==> config.mk <==
export PLATFORM = sky130hd
export DESIGN_NAME = lobm_cell
export DESIGN_NICKNAME = d
export VERILOG_FILES = /design/src/lobm_pkg.sv /design/src/lobm_cell.sv
export SDC_FILE = /design/constraint.sdc
export NUM_CORES = 1
export LEC_CHECK = 0
export ABC_CLOCK_PERIOD_IN_PS = 9600
export BUFFER_PORTS_ARGS = -buffer_cell sky130_fd_sc_hd__buf_2
export CORE_ASPECT_RATIO = 0.75
export CORE_MARGIN = 10
export CORE_UTILIZATION = 50
export CTS_CLUSTER_SIZE = 30
export DETAILED_ROUTE_END_ITERATION = 7
export PLACE_DENSITY = 0.91
export SKIP_LAST_GASP = 1
export SLEW_MARGIN = 20
export SYNTH_ARGS = -nofsm -noshare
export SYNTH_HDL_FRONTEND = slang
export SYNTH_SLANG_ARGS = --single-unit
==> constraint.sdc <==
create_clock -name clk -period 9.6 [get_ports clk]
set_input_delay 2.4 -clock clk [delete_from_list [all_inputs] [get_ports clk]]
set_output_delay 2.4 -clock clk [all_outputs]
set_load 0.02 [all_outputs]
==> src/lobm_pkg.sv <==
// Package for the limit order book matcher: field widths, action and status
// codes, and the record carried by each book cell. No dependencies.
package lobm_pkg;

  localparam int unsigned MaxOrdersDefault = 64;

  localparam int unsigned IdW    = 32;
  localparam int unsigned PriceW = 16;
  localparam int unsigned QtyW   = 16;
  localparam int unsigned TimeW  = 32;

  localparam logic [1:0] ActPlace  = 2'd0;
  localparam logic [1:0] ActCancel = 2'd1;
  localparam logic [1:0] ActMatch  = 2'd2;

  localparam logic [2:0] StPlaced    = 3'd0;
  localparam logic [2:0] StFull      = 3'd1;
  localparam logic [2:0] StCancelled = 3'd2;
  localparam logic [2:0] StMiss      = 3'd3;
  localparam logic [2:0] StTrade     = 3'd4;

  localparam logic SideBuy  = 1'b0;
  localparam logic SideSell = 1'b1;

  // One resting order as seen by the cells.
  typedef struct packed {
    logic              side;
    logic [PriceW-1:0] price;
    logic [QtyW-1:0]   remaining;
    logic [IdW-1:0]    ident;
    logic [TimeW-1:0]  arrival;
  } order_t;

  // Best-candidate record that travels down the chain.
  typedef struct packed {
    logic        found;
    order_t      ord;
  } cand_t;

  // Command broadcast from the controller to every cell.
  typedef struct packed {
    logic            scan;     // a comparison pass is running
    logic [1:0]      mode;     // which pass: place, cancel, bid or ask
    logic [IdW-1:0]  key_id;
  } scan_cmd_t;

  localparam logic [1:0] ScanFree   = 2'd0;
  localparam logic [1:0] ScanCancel = 2'd1;
  localparam logic [1:0] ScanBid    = 2'd2;
  localparam logic [1:0] ScanAsk    = 2'd3;

  // True when candidate a ranks strictly before the current best b for a pass.
  function automatic logic better(input logic [1:0] mode, input order_t a,
                                  input order_t b);
    logic r;
    r = 1'b0;
    case (mode)
      ScanCancel: begin
        if (a.side != b.side) r = (a.side < b.side);
        else if (a.price != b.price) r = (a.price < b.price);
        else r = (a.arrival < b.arrival);
      end
      ScanBid: begin
        if (a.price != b.price) r = (a.price > b.price);
        else r = (a.arrival < b.arrival);
      end
      ScanAsk: begin
        if (a.price != b.price) r = (a.price < b.price);
        else r = (a.arrival < b.arrival);
      end
      default: r = 1'b0;
    endcase
    return r;
  endfunction

endpackage

==> src/lobm_cell.sv <==
// One slot of the book: holds an order and takes part in the systolic search.
// Depends on lobm_pkg.
module lobm_cell #(
  parameter int unsigned IdxW = 6
) (
  input  logic                 clk,
  input  logic                 rst_n,
  input  logic [IdxW-1:0]      my_idx,
  input  lobm_pkg::scan_cmd_t  cmd,
  input  lobm_pkg::cand_t      cand_in,
  input  logic [IdxW-1:0]      cidx_in,
  output lobm_pkg::cand_t      cand_out_r,
  output logic [IdxW-1:0]      cidx_out_r,
  input  logic                 wr_en,
  input  logic                 wr_valid,
  input  lobm_pkg::order_t     wr_ord,
  input  logic                 qty_en,
  input  logic [lobm_pkg::QtyW-1:0] qty_new,
  output logic                 valid_o
);

  logic             valid_r;
  lobm_pkg::order_t ord_r;
  logic             elig;
  logic             take;

  assign valid_o = valid_r;

  always_comb begin
    elig = 1'b0;
    case (cmd.mode)
      lobm_pkg::ScanFree:   elig = !valid_r;
      lobm_pkg::ScanCancel: elig = valid_r && (ord_r.ident == cmd.key_id);
      lobm_pkg::ScanBid:    elig = valid_r && (ord_r.side == lobm_pkg::SideBuy);
      default:              elig = valid_r && (ord_r.side == lobm_pkg::SideSell);
    endcase
    // Earlier slots win ties, so a later cell replaces only on strict order.
    take = elig && (!cand_in.found || lobm_pkg::better(cmd.mode, ord_r, cand_in.ord)
                   && (cmd.mode != lobm_pkg::ScanFree));
  end

  always_ff @(posedge clk) begin
    cand_out_r.ord <= take ? ord_r : cand_in.ord;
    if (!rst_n) begin
      valid_r <= 1'b0;
      cand_out_r.found <= 1'b0;
    end else begin
      if (wr_en) valid_r <= wr_valid;
      if (take) begin
        cand_out_r.found <= 1'b1;
      end else begin
        cand_out_r.found <= cand_in.found;
      end
    end
  end

  always_ff @(posedge clk) begin
    if (wr_en && wr_valid) ord_r <= wr_ord;
    else if (qty_en) ord_r.remaining <= qty_new;
    cidx_out_r     <= take ? my_idx : cidx_in;
  end

endmodule

Word level (Yosys, flattened, before mapping). Cells that the tools add are included.

$lt $le $gt $ge: 4. Equal/unequal tests: 6. Mux-type cells: 10. Bitwise gates (word level): 1. Reduce and logical (&&, ||, !) cells: 12.

Operators with widths (count): 2-to-1 mux 97 bit (1); == test 32 bit (1); < comparator 32 bit (1); 2-to-1 mux 16 bit (2); > comparator 16 bit (1); < comparator 16 bit (1); inequality test 16 bit (1); logical AND 1 bit (6); 2-to-1 mux 6 bit (1); one-hot mux 1 bit (3 select lines) (2); == test 2 bit (second input constant) (2); 2-to-1 mux 1 bit (4); nonzero test 2 bit (2); == test 2 x 1 -> 1 bit (second input constant) (1); zero test 1 bit (2); zero test 2 bit (1); logical OR 1 bit (1); < comparator 1 bit (1); inequality test 1 bit (1); NOT 1 bit (1).

Register bits after elaboration: 202. Bits of input ports: 263. Output and inout port bits: 105. Logic and storage cells: 46.

Depth between registers and ports, before layout.
Depth after elaboration: 8. Gate-level depth with buffers: 12.

Least setup slack after synthesis. No wires, ideal clock.

Path kind: input-to-reg. From: input wr_en. To: register ord_r[0] in the netlist's numbering, enable pin. Arrival time: 4467 ps. Data required time: 9165 ps. Slack: 4699 ps. Stages on the path: 3. Buffers on the path: 1. Path through: nand2_1 -> clkbuf_1 -> inv_1.

Longest elaborated chain between the ends: 1.

Ends and longest elaborated chain: start: declaration (line lobm_cell.sv:14) `input logic wr_en,`; logical AND 1 bit (line lobm_cell.sv:58) `if (wr_en && wr_valid) ord_r <= wr_ord;`; end signal: assignment (line lobm_cell.sv:58); end: declaration (line lobm_cell.sv:23) `lobm_pkg::order_t ord_r;`.

Every way passes these cells. A chain may end at the register's enable or synchronous reset.

Worst setup path in the final report.
From: input cand_in[92] in the netlist's numbering. To: register cand_out_r[23] in the netlist's numbering.

Longest elaborated chain between the ends: 8. Elaborated cells on any way between the ends: 11. Those cells by class: order compare: 2; eq/ne: 1; mux: 5; reduce/logical: 3.

Ends and longest elaborated chain: start: declaration (line lobm_cell.sv:10) `input lobm_pkg::cand_t cand_in,`; < comparator 16 bit or inequality test 16 bit (tied branches) (line lobm_pkg.sv:60, lobm_pkg.sv:68, lobm_pkg.sv:64); 2-to-1 mux 1 bit (line lobm_pkg.sv:60, lobm_pkg.sv:68); 2-to-1 mux 1 bit (line lobm_pkg.sv:59) `if (a.side != b.side) r = (a.side < b.side);`; one-hot mux 1 bit (3 select lines) * (line lobm_pkg.sv:57) `case (mode)`; logical AND 1 bit * (line lobm_cell.sv:39) `&& (cmd.mode != lobm_pkg::ScanFree));`; logical OR 1 bit * (line lobm_cell.sv:38) `take = elig && (!cand_in.found || lobm_pkg::better(cmd.mode, ord_r, cand_in.ord)`; logical AND 1 bit * (line lobm_cell.sv:38); 2-to-1 mux 97 bit * (line lobm_cell.sv:43) `cand_out_r.ord <= take ? ord_r : cand_in.ord;`; end: declaration (line lobm_cell.sv:12) `output lobm_pkg::cand_t cand_out_r,`.

Every way passes the cells marked *; elsewhere a longest branch is shown, timed or not.

==> results.sh <==
export IMPL_vias_per_cell=6.10
export IMPL_synth_seq_cells=202
export IMPL_grt_pass1_vias=10600
export IMPL_cp_arrival_ps=6350
export IMPL_rrSetupSlack_ps=5210
export IMPL_setup_tns_ps=0
export IMPL_num_io_pins=368
export IMPL_cts_buffer_depth=3
export IMPL_fin_area_mm2=0.0136
export IMPL_synthTopCellsByCount="173 x nand2_1, 123 x a21oi_1, 105 x dfxtp_1"
export IMPL_portBuffers=366
export IMPL_ys_flop_type="dfxtp_1"
export IMPL_crit_path_max_fanout=55
export IMPL_antenna_found_initial=5
export IMPL_pwr_share_comb_pct=21.3
export IMPL_yosysSeqAreaShare_pct=45.6
export IMPL_finalCriticalPeriod_ps=6000
export IMPL_rsz0062_at_grt="false"
export IMPL_slew_headroom_pct=26.5
export IMPL_required_ps=9950
export IMPL_hold_viol=0
export IMPL_netlist_instances=1138
export IMPL_grt_usage_pct=25.2
export IMPL_synth_top_cell_by_area="edfxtp_1"
export IMPL_hold_buffers=0
export IMPL_hpwlAfterDp_mm=26.7
export IMPL_drtPass1Iterations=5
export IMPL_die_area_mm2=0.0284
export IMPL_setup_viol=0
export IMPL_ctsResizeCount=0
export IMPL_drv_cap=0
export IMPL_clk_latency_ps=510
export IMPL_yosysMostFrequentCell="nand2_1"
export IMPL_wl_per_cell_um=22.0
export IMPL_layout_nets=1751
export IMPL_final_core_util_pct=63.4
export IMPL_overflow=0
export IMPL_clkPwrFrac_pct=35.2
export IMPL_critPathKind="input port to flip-flop"
export IMPL_first_iter_violations=942
export IMPL_synth_nets=1453
export IMPL_postRouteAntennaNets=0
export IMPL_finClkSkew_ps=13.6
export IMPL_worstMarginPinSlew_ps=1100
export IMPL_rows=46
export IMPL_synth_distinct_cells=41
export IMPL_initial_core_util_pct=51.4
export IMPL_cts_buffers=22
export IMPL_synth_area_leaders="edfxtp_1 26%, dfxtp_1 19%, o2111ai_1 8.3%, o211ai_2 8.0%, ha_1 5.9%"
export IMPL_core_area_mm2=0.0214
export IMPL_p_per_area_mw_per_mm2=176
export IMPL_cts_tree="built"
export IMPL_report_final_slew_viol_count=0
export IMPL_die_w_um=191
export IMPL_areaGrowthSynthToFinish_pct=23.4
export IMPL_via_count=10600
export IMPL_grt_first_pass_wirelength_mm=58.3
export IMPL_placed_area_mm2=0.0129
export IMPL_postCtsSetupBuffers=0
export IMPL_synth_edf_count=97
export IMPL_drc=0
export IMPL_clk_pin_slew_worst_paths_ps=60
export IMPL_fillers=1710
export IMPL_hold_class="flip-flop to flip-flop"
export IMPL_power_switching_mw=0.716
export IMPL_totalWireLength_mm=38.4
export IMPL_peakVddDrop_mv=0.163
export IMPL_end_kind="flip-flop"
export IMPL_yosys_warnings=0
export IMPL_layout_drive_gt1_share_pct=34.7
export IMPL_avgSynthCellArea_um2=9.67
export IMPL_synthArstFlopShare_pct=0
export IMPL_sequentialPowerShare_pct=43.6
export IMPL_synth_top_area_share_pct=26.5
export IMPL_critPathLaunchType="input port"
export IMPL_finalWorstSetupSlack_ps=3600
export IMPL_grt_max_degree=102
export IMPL_die_y_um=149
export IMPL_totalPowerFinal_mw=2.39
export IMPL_mappedNetlistArea_mm2=0.0110
export IMPL_pre_cts_slack_ps=3120
export IMPL_fmax_mhz=167
export IMPL_fin_crit_sh_pct=62.5
export IMPL_h_tree_depth=1
export IMPL_status="complete, no violations"
export IMPL_swShare_pct=30.0
export IMPL_place_congestion=0.868
export IMPL_clockRootBuffer="clkbuf_16"
export IMPL_power_internal_mw=1.67
export IMPL_leakagePower_nw=5.80
export IMPL_cts_sinks=202
worst max-delay path: stages:
cell,delay (ps)
buf_2,120
inv_1,60
ha_1,310
nand4_1,170
or4_4,620
nand2_1,90
o211ai_1,120
a21oi_4,770
o21a_4,860
buf_4,580
o211ai_1,200
placed cells by master (no fill, tap or decap), types with 29 or more instances in the layout:
cell         n
dfxtp_1    105
nor2_1      61
a21oi_1    123
inv_1       55
xor2_1      29
ha_1        52
nor3_1      49
nand2_1    173
o2111ai_1  104
o211ai_2    70
edfxtp_1    97
buf_2      366
o211ai_1    35
power groups by stage:
stage	Clock [mW]	Sequential [mW]	Combinational, mW
floorplan	0	1.12	0.249
global placement	0	1.05	0.487
detailed placement	0	1.06	0.503
CTS	0.851	1.04	0.508
global route	0.881	1.05	0.551
finish	0.841	1.04	0.508
kinds of logic after synthesis:
group                    after synthesis  synth area share [%]
AO/OA/AOI/OAI                        360                  25.9
XOR/XNOR                              32                  2.55
adder cells (fa/ha/maj)               52                  5.91
buffers and inverters                159                  6.13
flip-flops                           202                  45.6
multiplexers                          16                  1.64
AND/OR/NAND/NOR                      317                  12.3
metrics by stage:
step | hold slack [ps] | std cells
final | 508 | 1743
after detailed placement | 489 | 1700
after global routing | 525 | 1740
after global placement | 480 | 1700
after CTS | 507 | 1739
after floorplan | 475 | 1138
final cells by class:
cell class	count	area (µm²)	share of cell area (%)
antenna	4	10.0	0.0737
clock buffer	33	643	4.73
clock inverter	6	60.1	0.442
inverter	56	211	1.56
multi-input combinational	777	5370	39.5
sequential	202	5010	36.9
tap	288	360	2.65
timing repair buffer	377	1910	14.1
flip-flops by register name, summed over array words and instances (netlist names):
name / flops
ord_r: 97
cand_out_r: 98
valid_o: 1
cidx_out_r: 6
worst paths after layout:
| path | depth (start not counted) | endpoint | startpoint |
|---|---|---|---|
| max | 11 | cand_out_r[23]$_DFF_P_ | cand_in[92] |
| min | 2 | cand_out_r[73]$_DFF_P_ | ord_r[73]$_DFFE_PP_ |
| max reg2reg | 9 | cand_out_r[23]$_DFF_P_ | ord_r[92]$_DFFE_PP_ |
| min reg2reg | 2 | cand_out_r[73]$_DFF_P_ | ord_r[73]$_DFFE_PP_ |
layer usage:
metal  part of all wire (%)  up-vias  GRT usage [%]
met5                   0.10        -              0
met1                     38     5003           31.6
met4                    2.9        6           7.33
li1                       -     4854              -
met2                     48      669           41.5
met3                     12       94           6.89
No activity file was read; power rests on OpenSTA's default activity.
