### config.mk
export PLATFORM = sky130hd
export DESIGN_NAME = lobm_ctrl
export DESIGN_NICKNAME = d
export VERILOG_FILES = /design/src/lobm_pkg.sv /design/src/lobm_ctrl.sv
export SDC_FILE = /design/constraint.sdc
export NUM_CORES = 1
export LEC_CHECK = 0
export BUFFER_PORTS_ARGS = -buffer_cell sky130_fd_sc_hd__buf_2
export CAP_MARGIN = 5
export CORE_AREA = 3 3 229 231
export DETAILED_ROUTE_END_ITERATION = 10
export DIE_AREA = 0 0 232 234
export SYNTH_ARGS = -nofsm -noshare
export SYNTH_HDL_FRONTEND = slang
export SYNTH_SLANG_ARGS = --single-unit
### constraint.sdc
create_clock -name clk -period 8.4 [get_ports clk]
set_input_delay 1.68 -clock clk [delete_from_list [all_inputs] [get_ports clk]]
set_output_delay 1.68 -clock clk [all_outputs]
set_load 0.03 [all_outputs]
### src/lobm_pkg.sv
// Package for the limit order book matcher: field widths, action and status
// codes, and the record carried by each book cell. No dependencies.
package lobm_pkg;

  localparam int unsigned MaxOrdersDefault = 64;

  localparam int unsigned IdW    = 32;
  localparam int unsigned PriceW = 16;
  localparam int unsigned QtyW   = 16;
  localparam int unsigned TimeW  = 32;

  localparam logic [1:0] ActPlace  = 2'd0;
  localparam logic [1:0] ActCancel = 2'd1;
  localparam logic [1:0] ActMatch  = 2'd2;

  localparam logic [2:0] StPlaced    = 3'd0;
  localparam logic [2:0] StFull      = 3'd1;
  localparam logic [2:0] StCancelled = 3'd2;
  localparam logic [2:0] StMiss      = 3'd3;
  localparam logic [2:0] StTrade     = 3'd4;

  localparam logic SideBuy  = 1'b0;
  localparam logic SideSell = 1'b1;

  // One resting order as seen by the cells.
  typedef struct packed {
    logic              side;
    logic [PriceW-1:0] price;
    logic [QtyW-1:0]   remaining;
    logic [IdW-1:0]    ident;
    logic [TimeW-1:0]  arrival;
  } order_t;

  // Best-candidate record that travels down the chain.
  typedef struct packed {
    logic        found;
    order_t      ord;
  } cand_t;

  // Command broadcast from the controller to every cell.
  typedef struct packed {
    logic            scan;     // a comparison pass is running
    logic [1:0]      mode;     // which pass: place, cancel, bid or ask
    logic [IdW-1:0]  key_id;
  } scan_cmd_t;

  localparam logic [1:0] ScanFree   = 2'd0;
  localparam logic [1:0] ScanCancel = 2'd1;
  localparam logic [1:0] ScanBid    = 2'd2;
  localparam logic [1:0] ScanAsk    = 2'd3;

  // True when candidate a ranks strictly before the current best b for a pass.
  function automatic logic better(input logic [1:0] mode, input order_t a,
                                  input order_t b);
    logic r;
    r = 1'b0;
    case (mode)
      ScanCancel: begin
        if (a.side != b.side) r = (a.side < b.side);
        else if (a.price != b.price) r = (a.price < b.price);
        else r = (a.arrival < b.arrival);
      end
      ScanBid: begin
        if (a.price != b.price) r = (a.price > b.price);
        else r = (a.arrival < b.arrival);
      end
      ScanAsk: begin
        if (a.price != b.price) r = (a.price < b.price);
        else r = (a.arrival < b.arrival);
      end
      default: r = 1'b0;
    endcase
    return r;
  endfunction

endpackage

### src/lobm_ctrl.sv
// Sequencer of the order book: runs the search passes over the cell chain
// and forms the result. Depends on lobm_pkg.
module lobm_ctrl #(
  parameter int unsigned MaxOrders = lobm_pkg::MaxOrdersDefault,
  parameter int unsigned IdxW      = 6
) (
  input  logic                 clk,
  input  logic                 rst_n,
  input  logic                 in_fire,
  input  logic [1:0]           act,
  input  lobm_pkg::order_t     in_ord,
  output logic                 busy,
  output lobm_pkg::scan_cmd_t  cmd,
  input  lobm_pkg::cand_t      res,
  input  logic [IdxW-1:0]      res_idx,
  output logic [MaxOrders-1:0] wr_en,
  output logic                 wr_valid,
  output lobm_pkg::order_t     wr_ord,
  output logic [MaxOrders-1:0] qty_en,
  output logic [lobm_pkg::QtyW-1:0] qty_new,
  output logic                 done,
  output logic [2:0]           st,
  output logic [lobm_pkg::IdW-1:0]   bid_id,
  output logic [lobm_pkg::IdW-1:0]   ask_id,
  output logic [lobm_pkg::QtyW-1:0]  tq,
  output logic [lobm_pkg::PriceW-1:0] tp,
  input  logic                 out_free
);

  typedef enum logic [4:0] {
    S_IDLE = 5'b00001,
    S_SCAN = 5'b00010,
    S_BID  = 5'b00100,
    S_RES  = 5'b01000,
    S_OUT  = 5'b10000
  } state_t;

  localparam int unsigned CntW = $clog2(MaxOrders + 2);

  state_t              state_r, state_nxt;
  logic [CntW-1:0]     cnt_r;
  logic [1:0]          act_r;
  lobm_pkg::order_t    ord_r;
  lobm_pkg::cand_t     bid_r;
  logic [IdxW-1:0]     bidx_r;
  logic [1:0]          mode_r;
  logic [2:0]          st_r;
  logic [lobm_pkg::IdW-1:0]    bo_r, ao_r;
  logic [lobm_pkg::QtyW-1:0]   tq_r;
  logic [lobm_pkg::PriceW-1:0] tp_r;
  logic                 scan_end;
  logic [lobm_pkg::QtyW-1:0] q;

  assign busy     = (state_r != S_IDLE);
  assign cmd.scan = (state_r == S_SCAN) || (state_r == S_BID);
  assign cmd.mode = mode_r;
  assign cmd.key_id = ord_r.ident;
  assign scan_end = (cnt_r == CntW'(MaxOrders));
  assign wr_ord   = ord_r;
  assign done     = (state_r == S_OUT);
  assign st = st_r; assign bid_id = bo_r; assign ask_id = ao_r;
  assign tq = tq_r; assign tp = tp_r;
  assign q = (bid_r.ord.remaining < res.ord.remaining) ? bid_r.ord.remaining
                                                     : res.ord.remaining;

  always_comb begin
    state_nxt = state_r;
    unique case (state_r)
      S_IDLE: if (in_fire) state_nxt = (act == lobm_pkg::ActPlace ||
                                        act == lobm_pkg::ActCancel ||
                                        act == lobm_pkg::ActMatch) ? S_SCAN : S_RES;
      S_SCAN: if (scan_end) state_nxt = (act_r == lobm_pkg::ActMatch) ? S_BID : S_RES;
      S_BID:  if (scan_end) state_nxt = S_RES;
      S_RES:  state_nxt = S_OUT;
      S_OUT:  if (out_free) state_nxt = S_IDLE;
      default: state_nxt = S_IDLE;
    endcase
  end

  // Cell writes happen in the result step, from the index the chain returned.
  // A trade fills at least one side; only the other side can keep a remainder.
  always_comb begin
    wr_en    = '0;
    qty_en   = '0;
    wr_valid = 1'b0;
    qty_new  = '0;
    if (state_r == S_RES) begin
      case (act_r)
        lobm_pkg::ActPlace: if (res.found && ord_r.remaining != '0) begin
          wr_en[res_idx] = 1'b1; wr_valid = 1'b1;
        end
        lobm_pkg::ActCancel: if (res.found) wr_en[res_idx] = 1'b1;
        lobm_pkg::ActMatch: if (res.found && bid_r.found &&
                                bid_r.ord.price >= res.ord.price) begin
          if (bid_r.ord.remaining == q) begin
            wr_en[bidx_r] = 1'b1;
          end else begin
            qty_en[bidx_r] = 1'b1;
            qty_new = bid_r.ord.remaining - q;
          end
          if (res.ord.remaining == q) begin
            wr_en[res_idx] = 1'b1;
          end else begin
            qty_en[res_idx] = 1'b1;
            qty_new = res.ord.remaining - q;
          end
        end
        default: ;
      endcase
    end
  end

  always_ff @(posedge clk) begin
    if (!rst_n) begin
      state_r <= S_IDLE;
      cnt_r   <= '0;
    end else begin
      state_r <= state_nxt;
      if (state_r == S_SCAN || state_r == S_BID) cnt_r <= scan_end ? '0 : cnt_r + 1'b1;
      else cnt_r <= '0;
    end
  end

  always_ff @(posedge clk) begin
    if (state_r == S_IDLE && in_fire) begin
      act_r <= act;
      ord_r <= in_ord;
      case (act)
        lobm_pkg::ActPlace:  mode_r <= lobm_pkg::ScanFree;
        lobm_pkg::ActCancel: mode_r <= lobm_pkg::ScanCancel;
        default:             mode_r <= lobm_pkg::ScanBid;
      endcase
    end
    if (state_r == S_SCAN && scan_end) begin
      bid_r  <= res;
      bidx_r <= res_idx;
      mode_r <= lobm_pkg::ScanAsk;
    end
    if (state_r == S_RES) begin
      st_r <= lobm_pkg::StMiss;
      bo_r <= '0; ao_r <= '0; tq_r <= '0; tp_r <= '0;
      case (act_r)
        lobm_pkg::ActPlace:  st_r <= res.found ? lobm_pkg::StPlaced : lobm_pkg::StFull;
        lobm_pkg::ActCancel: if (res.found) st_r <= lobm_pkg::StCancelled;
        lobm_pkg::ActMatch: if (res.found && bid_r.found &&
                                bid_r.ord.price >= res.ord.price) begin
          st_r <= lobm_pkg::StTrade;
          bo_r <= bid_r.ord.ident; ao_r <= res.ord.ident;
          tq_r <= q; tp_r <= res.ord.price;
        end
        default: ;
      endcase
    end
  end

`ifndef NO_ASSERTIONS
  a_one_write: assert property (@(posedge clk) disable iff (!rst_n)
    $countones(wr_en & qty_en) == 0) else $error("write and trim same slot");
  a_write_res: assert property (@(posedge clk) disable iff (!rst_n)
    (wr_en != '0 || qty_en != '0) |-> state_r == S_RES) else $error("write out of step");
  a_done_hold: assert property (@(posedge clk) disable iff (!rst_n)
    (done && !out_free) |=> done) else $error("result dropped");
`endif

endmodule

# Word level (Yosys, flattened, before mapping)
# Index checks and enable logic that the tools add are counted.
# classes
add_sub_neg,3
magnitude_cmp,6
eq_ne,17
muxes,43
bitwise,4
n_reduce_logical,16
# op_table
operator,count
$mux 64,17
$pmux 64 s3,1
$or 64x64->64,2
$mux 16,6
$eq 16x16->1,2
$sub 16x16->16,2
$pmux 5 s5,1
$mux 5,4
$ge 16x16->1,1
$lt 16x16->1,1
$reduce_bool 16->1,1
$lt 6x7->1 const B,2
$demux 1 s6,2
$ge 6x1->1 const B,2
$pmux 3 s3,1
$mux 4,2
$add 7x1->7 const B,1
$eq 7x7->1 const B,1
$logic_and 1x1->1,7
$mux 1,7
$ne 2x2->1 const B,3
$eq 5x1->1 const B,1
$eq 5x2->1 const B,1
$eq 5x3->1 const B,1
14 further kinds,20
# totals
ff_bits,283
in_bits,207
output_inout_bits,378
word_cells,108

# Logic depth before layout (Yosys ltp)
# Gate-level depths: netlist of the first run.
# depth
ltp_word,13
ltp_mapped,26
mapped_depth_nobuf,21

# Worst setup path before layout of the first run
# OpenSTA, ideal clock, no wires.
# synth_path
kind,in2out
from,input port res[75] in the netlist's numbering
to,output port qty_new[15] in the netlist's numbering
arrival_ps,7162
required_ps,6720
path_slack_ps,-442
stages,25
path_buffers,5
path_cell_list,clkbuf_1 > inv_1 > ha_1 > and4_1 > o311ai_4 > o32a_2 > nand3_2 > buf_6 > buf_6 > clkbuf_1 > buf_2 > mux2i_1 > ha_1 > nor2b_1 > or2_0 > a21oi_1 > o221ai_1 > o21ai_0 > o22ai_1 > a21oi_1 > a41o_1 > o21ai_1 > a21oi_1 > a211oi_1 > nor4bb_1
# synth_between
elab_chain_cells,8
word_cells_on_any_way,11
cone_classes,add/sub (2); order compare (1); eq/ne (2); mux (6)
# synth_rtl
item,line_no,source
start: declaration,lobm_ctrl.sv:14,"input lobm_pkg::cand_t res,"
$lt 16x16->1,lobm_ctrl.sv:63,assign q = (bid_r.ord.remaining < res.ord.remaining) ? bid_r.ord.remaining
$mux 16,lobm_ctrl.sv:63,
$sub 16x16->16 / $eq 16x16->1 (equally long branches),"lobm_ctrl.sv:99, lobm_ctrl.sv:95",
$mux 16,lobm_ctrl.sv:95,if (bid_r.ord.remaining == q) begin
$mux 16 *,lobm_ctrl.sv:101,if (res.ord.remaining == q) begin
$mux 16 *,lobm_ctrl.sv:93,lobm_pkg::ActMatch: if (res.found && bid_r.found &&
$mux 16 *,lobm_ctrl.sv:88,case (act_r)
$mux 16 *,lobm_ctrl.sv:87,if (state_r == S_RES) begin
end: declaration,lobm_ctrl.sv:20,"output logic [lobm_pkg::QtyW-1:0] qty_new,"
# Every way passes the cells marked *; elsewhere a longest branch is shown, timed or not.

# Worst setup path after layout of the first run
# layout_path
from,input port res[69] in the netlist's numbering
to,output port qty_new[9] in the netlist's numbering
# The elaborated chain is that of the path after synthesis.

==> impl_metrics.env, run 1 <==
export IMPL_outcome="finished clean"
export IMPL_dieWidth_um=232
export IMPL_met2_usage_pct=36.2
export IMPL_holdCritStartpoint="cnt_r[0]"
export IMPL_period_share_pct=95.4
export IMPL_rows=82
export IMPL_crit_fanout=11
export IMPL_tritoncts="built"
export IMPL_synth_top_area_share_pct=50.9
export IMPL_power_uw=4170
export IMPL_yosys_cell_types_count=91
export IMPL_cp_required_ns=6.72
export IMPL_fp_dieH_um=234
export IMPL_antenna_found_initial=10
export IMPL_p_leak_uw=0.00832
export IMPL_place_hpwl_um=45300
export IMPL_reg2reg_setup_slack_ns=4.88
export IMPL_tightest_slew_ns=1.26
export IMPL_ant_nets=0
export IMPL_numCtsBuffers=31
export IMPL_path_class="input port to output pin"
export IMPL_hold_viol=0
export IMPL_setup_tns_ns=0
export IMPL_drive_gt1_share_pct=34.3
export IMPL_drv_slew=0
export IMPL_routedWlPerCell_um=22.0
export IMPL_skew_ns=0.0179
export IMPL_ys_flop_type="edfxtp_1"
export IMPL_startpoint="res[69]"
export IMPL_relSlewSlack_pct=15.9
export IMPL_placedCellCount=2688
export IMPL_async_flop_share_pct=0
export IMPL_drt_pass1_iter_count=7
export IMPL_cp_end_kind="output pin"
export IMPL_vias_per_cell=5.32
export IMPL_ys_warn_count=0
export IMPL_synth_area_leader_cell="edfxtp_1"
export IMPL_syn2layout_area_growth_pct=27.8
export IMPL_start_util_pct=31.6
export IMPL_place_ws_ns=0.300
export IMPL_syn_area_um2=15900
export IMPL_gp_congestion=0.911
export IMPL_clock_sinks=283
export IMPL_clk_latency_ns=0.57
export IMPL_die_area_um2=54300
export IMPL_synth_edf_count=269
export IMPL_min_period_ns=8.02
export IMPL_cts_root_buf="clkbuf_16"
export IMPL_hp_class="flop to flop"
export IMPL_clk_path_buf_depth=3
export IMPL_grt_busiest_layer="met2"
export IMPL_clk_pin_slew_worst_paths_ns=0.06
export IMPL_portBuffers=551
export IMPL_finalNonFillerCells=2753
export IMPL_ys_top_cells_by_area="edfxtp_1 51%, nor2_1 6.0%, ha_1 3.8%"
export IMPL_h_tree_depth=1
export IMPL_rsz0062_at_grt="no"
export IMPL_peakVddDrop_v=0.000124
export IMPL_layout_nets=2309
export IMPL_core_um2=50300
export IMPL_syn_avg_cell_area_um2=10.2
export IMPL_gr_total_overflow=0
export IMPL_grt_pass1_wl_um=87300
export IMPL_grt_usage_pct=20.9
export IMPL_gr_usage_met1_pct=26.6
export IMPL_maxCapViolations=0
export IMPL_ys_seq_area_share_pct=52.6
export IMPL_fmax_mhz=125
export IMPL_fillCellCount=4977
export IMPL_drt_initial_drc_count=1263
export IMPL_post_route_util_pct=40.4
export IMPL_grtUsageMet3_pct=4.58
export IMPL_detail_route_wirelength_um=60600
export IMPL_synth_cells=1558
export IMPL_multi_input_area_um2=6690
export IMPL_io_pins=585
export IMPL_grt_start_max_net_pins=78
export IMPL_ys_ff_latch=283
export IMPL_start_kind="input port"
export IMPL_timing_rr_start="bid_r[80]"
export IMPL_worst_slack_ns=0.385
export IMPL_setup_viol=0
export IMPL_regArea_um2=8360
export IMPL_vias=14633
export IMPL_crit_arrival_ns=6.34
export IMPL_grt_pass1_vias=13858
export IMPL_remaining_drc_errors=0
export IMPL_synthesis_nets=1815
export IMPL_powerDensity_nw_per_um2=206
[cells in the final DEF, fill, tap and decap left out, drive strengths merged, types with 14 or more instances in the layout]
master	n
nor3	14
nor2b	17
xor2	14
clkbuf	44
o22a	32
a22oi	66
a21oi	53
inv	60
buf	601
nand2	145
o21ai	81
nor2	254
dfxtp	14
ha	48
nand3	25
a32oi	35
edfxtp	269
and2	75
o22ai	45
[metal layers]
metal | wire [µm] | share of wire, %
met1 | 24000 | 40
met2 | 29700 | 49
met3 | 5370 | 8.9
met4 | 1460 | 2.4
met5 | 111 | 0.18
[critical path: stages]
cell and delay (ns):
buf_2 0.20, inv_1 0.12, ha_1 0.34, a21o_1 0.18, a221oi_2 0.41, a2bb2oi_2 0.24
nand3_2 0.12, mux2i_1 0.23, ha_1 0.29, nor2b_1 0.15, or2_0 0.26, a21oi_1 0.21
o221ai_1 0.20, o21ai_0 0.19, o22ai_1 0.11, a21oi_1 0.17, a41o_1 0.18, buf_4 0.16
nor2_1 0.04, or4_1 0.40, o2111ai_1 0.12, o21ai_1 0.12, buf_2 0.19
[state kept, by name, summed over array words and instances (netlist names)]
| register | count |
|---|---|
| mode_r | 2 |
| ask_id | 32 |
| tq | 16 |
| tp | 16 |
| cnt_r | 7 |
| bid_r | 65 |
| wr_ord | 65 |
| cmd | 32 |
| bidx_r | 6 |
| bid_id | 32 |
| st | 3 |
| act_r | 2 |
| state_r | 5 |
[cells in the mapped netlist, types with 8 or more instances]
| cell | number |
|---|---|
| a21o_1 | 11 |
| a21oi_1 | 48 |
| a22oi_1 | 66 |
| a31oi_1 | 10 |
| a32oi_1 | 34 |
| and2_1 | 75 |
| buf_2 | 11 |
| buf_4 | 32 |
| clkbuf_1 | 86 |
| dfxtp_1 | 14 |
| edfxtp_1 | 269 |
| ha_1 | 48 |
| inv_1 | 59 |
| nand2_1 | 145 |
| nand2b_1 | 8 |
| nand3_1 | 23 |
| nor2_1 | 252 |
| nor2b_1 | 17 |
| nor3_1 | 13 |
| nor3b_1 | 8 |
| nor4_1 | 8 |
| o21ai_0 | 71 |
| o22a_1 | 32 |
| o22ai_1 | 44 |
| xnor2_1 | 12 |
| xor2_1 | 14 |
[kinds of logic after synthesis]
group	synth area share [%]
AOI/OAI and AO/OA	18.1
xor gates and xnor gates	1.43
adders and majority gates	4.10
buffers and inverters	5.66
DFF	52.6
muxes	0.441
and+or+nand+nor	17.6
[metrics by stage]
| stage | hold slack, ns | instance area [µm²] |
|---|---|---|
| 2_1_floorplan | 0.426 | 15900 |
| 3_3_place_gp | 0.441 | 19300 |
| 3_5_place_dp | 0.447 | 19300 |
| 4_1_cts | 0.471 | 20300 |
| 5_1_grt | 0.487 | 20300 |
| 6_report | 0.471 | 20300 |
[final timing paths]
check / to / depth (start not counted)
setup reg to reg: bid_id[12] / 14
hold reg to reg: cnt_r[0] / 1
hold / removal: cnt_r[0] / 1
setup / recovery: qty_new[9] / 23
[timing repair]
item                                    in CTS  in global routing
endpoints found under the hold margin        0                  0
hold buffers                                 0                  0
setup buffers                                0                  3
endpoints found under the setup margin       0                  4
resized for setup                            0                  2
[final cells by class]
cell class	instances	area share (%)
Antenna cell	4	0.0493
Clock buffer	44	4.16
Clock inverter	14	0.807
Inverter	59	1.13
Multi-Input combinational cell	1076	33.0
Sequential cell	283	41.2
Tap cell	672	4.14
Timing Repair Buffer	601	15.6
[report_power, final]
group	total [µW]	internal (µW)	leakage [µW]	switching, µW
logic	989	245	0.00508	744
registers	1820	1740	0.00276	75.2
clock network	1370	794	0.000482	572
(Power assumes the default switching activity.)
==> inputs of run 2 (changes only) <==
Settings changed: PLACE_DENSITY set to 0.67.
==> impl_metrics.env, run 2 (synthesis gave the netlist of run 1 again) <==
export IMPL_outcome="finished clean"
export IMPL_rows=82
export IMPL_final_common_cell="buf_2"
export IMPL_hold_end="cnt_r[0]"
export IMPL_io_pins=585
export IMPL_rsz0062_at_grt="no"
export IMPL_peakVddDrop_v=0.000131
export IMPL_hold_buffers=0
export IMPL_portBuffers=551
export IMPL_tightest_slew_ns=1.23
export IMPL_drt_pass1_iter_count=5
export IMPL_syn2layout_area_growth_pct=26.5
export IMPL_period_share_pct=95.7
export IMPL_reg2reg_setup_slack_ns=4.54
export IMPL_final_cell_mix="551 x buf_2, 269 x edfxtp_1, 252 x nor2_1"
export IMPL_timing_rr_start="bid_r[80]"
export IMPL_tritoncts="built"
export IMPL_placedCellCount=2665
export IMPL_h_tree_depth=1
export IMPL_post_route_util_pct=40.0
export IMPL_antenna_found_initial=5
export IMPL_hp_class="flop to flop"
export IMPL_p_leak_uw=0.00821
export IMPL_relSlewSlack_pct=17.3
export IMPL_cp_end_kind="output pin"
export IMPL_core_um2=50300
export IMPL_die_area_um2=54300
export IMPL_layout_nets=2283
export IMPL_finalNonFillerCells=2726
export IMPL_fp_dieH_um=234
export IMPL_vias_per_cell=5.38
export IMPL_clk_path_buf_depth=3
export IMPL_drv_slew=0
export IMPL_vias=14659
export IMPL_crit_arrival_ns=6.36
export IMPL_timing_rr_end="bid_id[26]"
export IMPL_remaining_drc_errors=0
export IMPL_drive_gt1_share_pct=33.5
export IMPL_setup_tns_ns=0
export IMPL_detail_route_wirelength_um=60000
export IMPL_grt_pass1_vias=13919
export IMPL_clock_sinks=283
export IMPL_routedWlPerCell_um=22.0
export IMPL_gp_congestion=0.960
export IMPL_cp_required_ns=6.72
export IMPL_clk_latency_ns=0.57
export IMPL_clk_pin_slew_worst_paths_ns=0.06
export IMPL_hold_viol=0
export IMPL_holdCritStartpoint="cnt_r[0]"
export IMPL_reg2reg_depth=13
export IMPL_gr_total_overflow=0
export IMPL_worst_slack_ns=0.362
export IMPL_setup_viol=0
export IMPL_start_kind="input port"
export IMPL_crit_fanout=9
export IMPL_holdPathStages=1
export IMPL_skew_ns=0.0130
export IMPL_place_ws_ns=0.319
export IMPL_grt_usage_pct=20.4
export IMPL_maxCapViolations=0
export IMPL_start_util_pct=31.6
export IMPL_powerDensity_nw_per_um2=207
export IMPL_numCtsBuffers=31
export IMPL_grt_start_max_net_pins=73
export IMPL_min_period_ns=8.04
export IMPL_drt_initial_drc_count=1272
export IMPL_path_class="input port to output pin"
export IMPL_whs_ns=0.472
export IMPL_ant_nets=0
export IMPL_dieWidth_um=232
export IMPL_cts_root_buf="clkbuf_16"
export IMPL_fmax_mhz=124
export IMPL_grt_pass1_wl_um=85900
export IMPL_place_hpwl_um=45200
[run 2: worst max path at each step]
stage                  end  startpoint
3_5_place_dp   qty_new[15]     res[71]
6_report         wr_en[55]     res[71]
2_1_floorplan  qty_new[11]     res[75]
5_1_grt        qty_new[15]     res[71]
3_3_place_gp   qty_new[15]     res[71]
4_1_cts        qty_new[15]     res[71]
[run 2: repair_timing]
action                     CTS  global route
resized for setup            0             3
setup endpoints to repair    0             2
setup buffers                0             0
[run 2: routing by layer]
metal	track usage, %	routed length, µm	part of all wire, %	vias up
met1	26.2	23500	39	7128
met3	3.66	5200	8.7	121
met4	5.48	1580	2.6	6
met5	0	28	0.047	-
li1	-	-	-	6606
met2	35.6	29600	49	798
[run 2: per-stage QoR]
stage / instance area, µm² / power [µW]
2_1_floorplan: 15900 / 2530
3_3_place_gp: 19100 / 2830
3_5_place_dp: 19100 / 2850
4_1_cts: 20100 / 4200
5_1_grt: 20100 / 4320
6_report: 20100 / 4150
[run 2: final cells by class]
type / count / area, µm²
fillers: 4999 / 30200
flip-flops and latches: 283 / 8360
multi-input cells: 1076 / 6700
repair buffers: 575 / 2950
clock buffers: 44 / 877
well taps: 672 / 841
inverters: 59 / 229
clock inverters: 14 / 134
diodes: 3 / 7.51
[run 2: report_power, final]
group,internal (µW),switching [µW]
Combinational,239,741
Sequential,1740,93.3
Clock,789,549
[run 2: critical path: stages]
cell,delay (ns)
buf_2,0.20
inv_1,0.10
ha_1,0.33
and2_1,0.20
a221oi_2,0.36
o2bb2ai_2,0.18
nor3_4,0.32
buf_4,0.25
mux2i_1,0.31
ha_1,0.33
nand3_1,0.21
a211o_2,0.47
nor2_2,0.20
nand3_1,0.39
o21ai_0,0.31
a22oi_1,0.12
nor2_1,0.13
buf_2,0.23
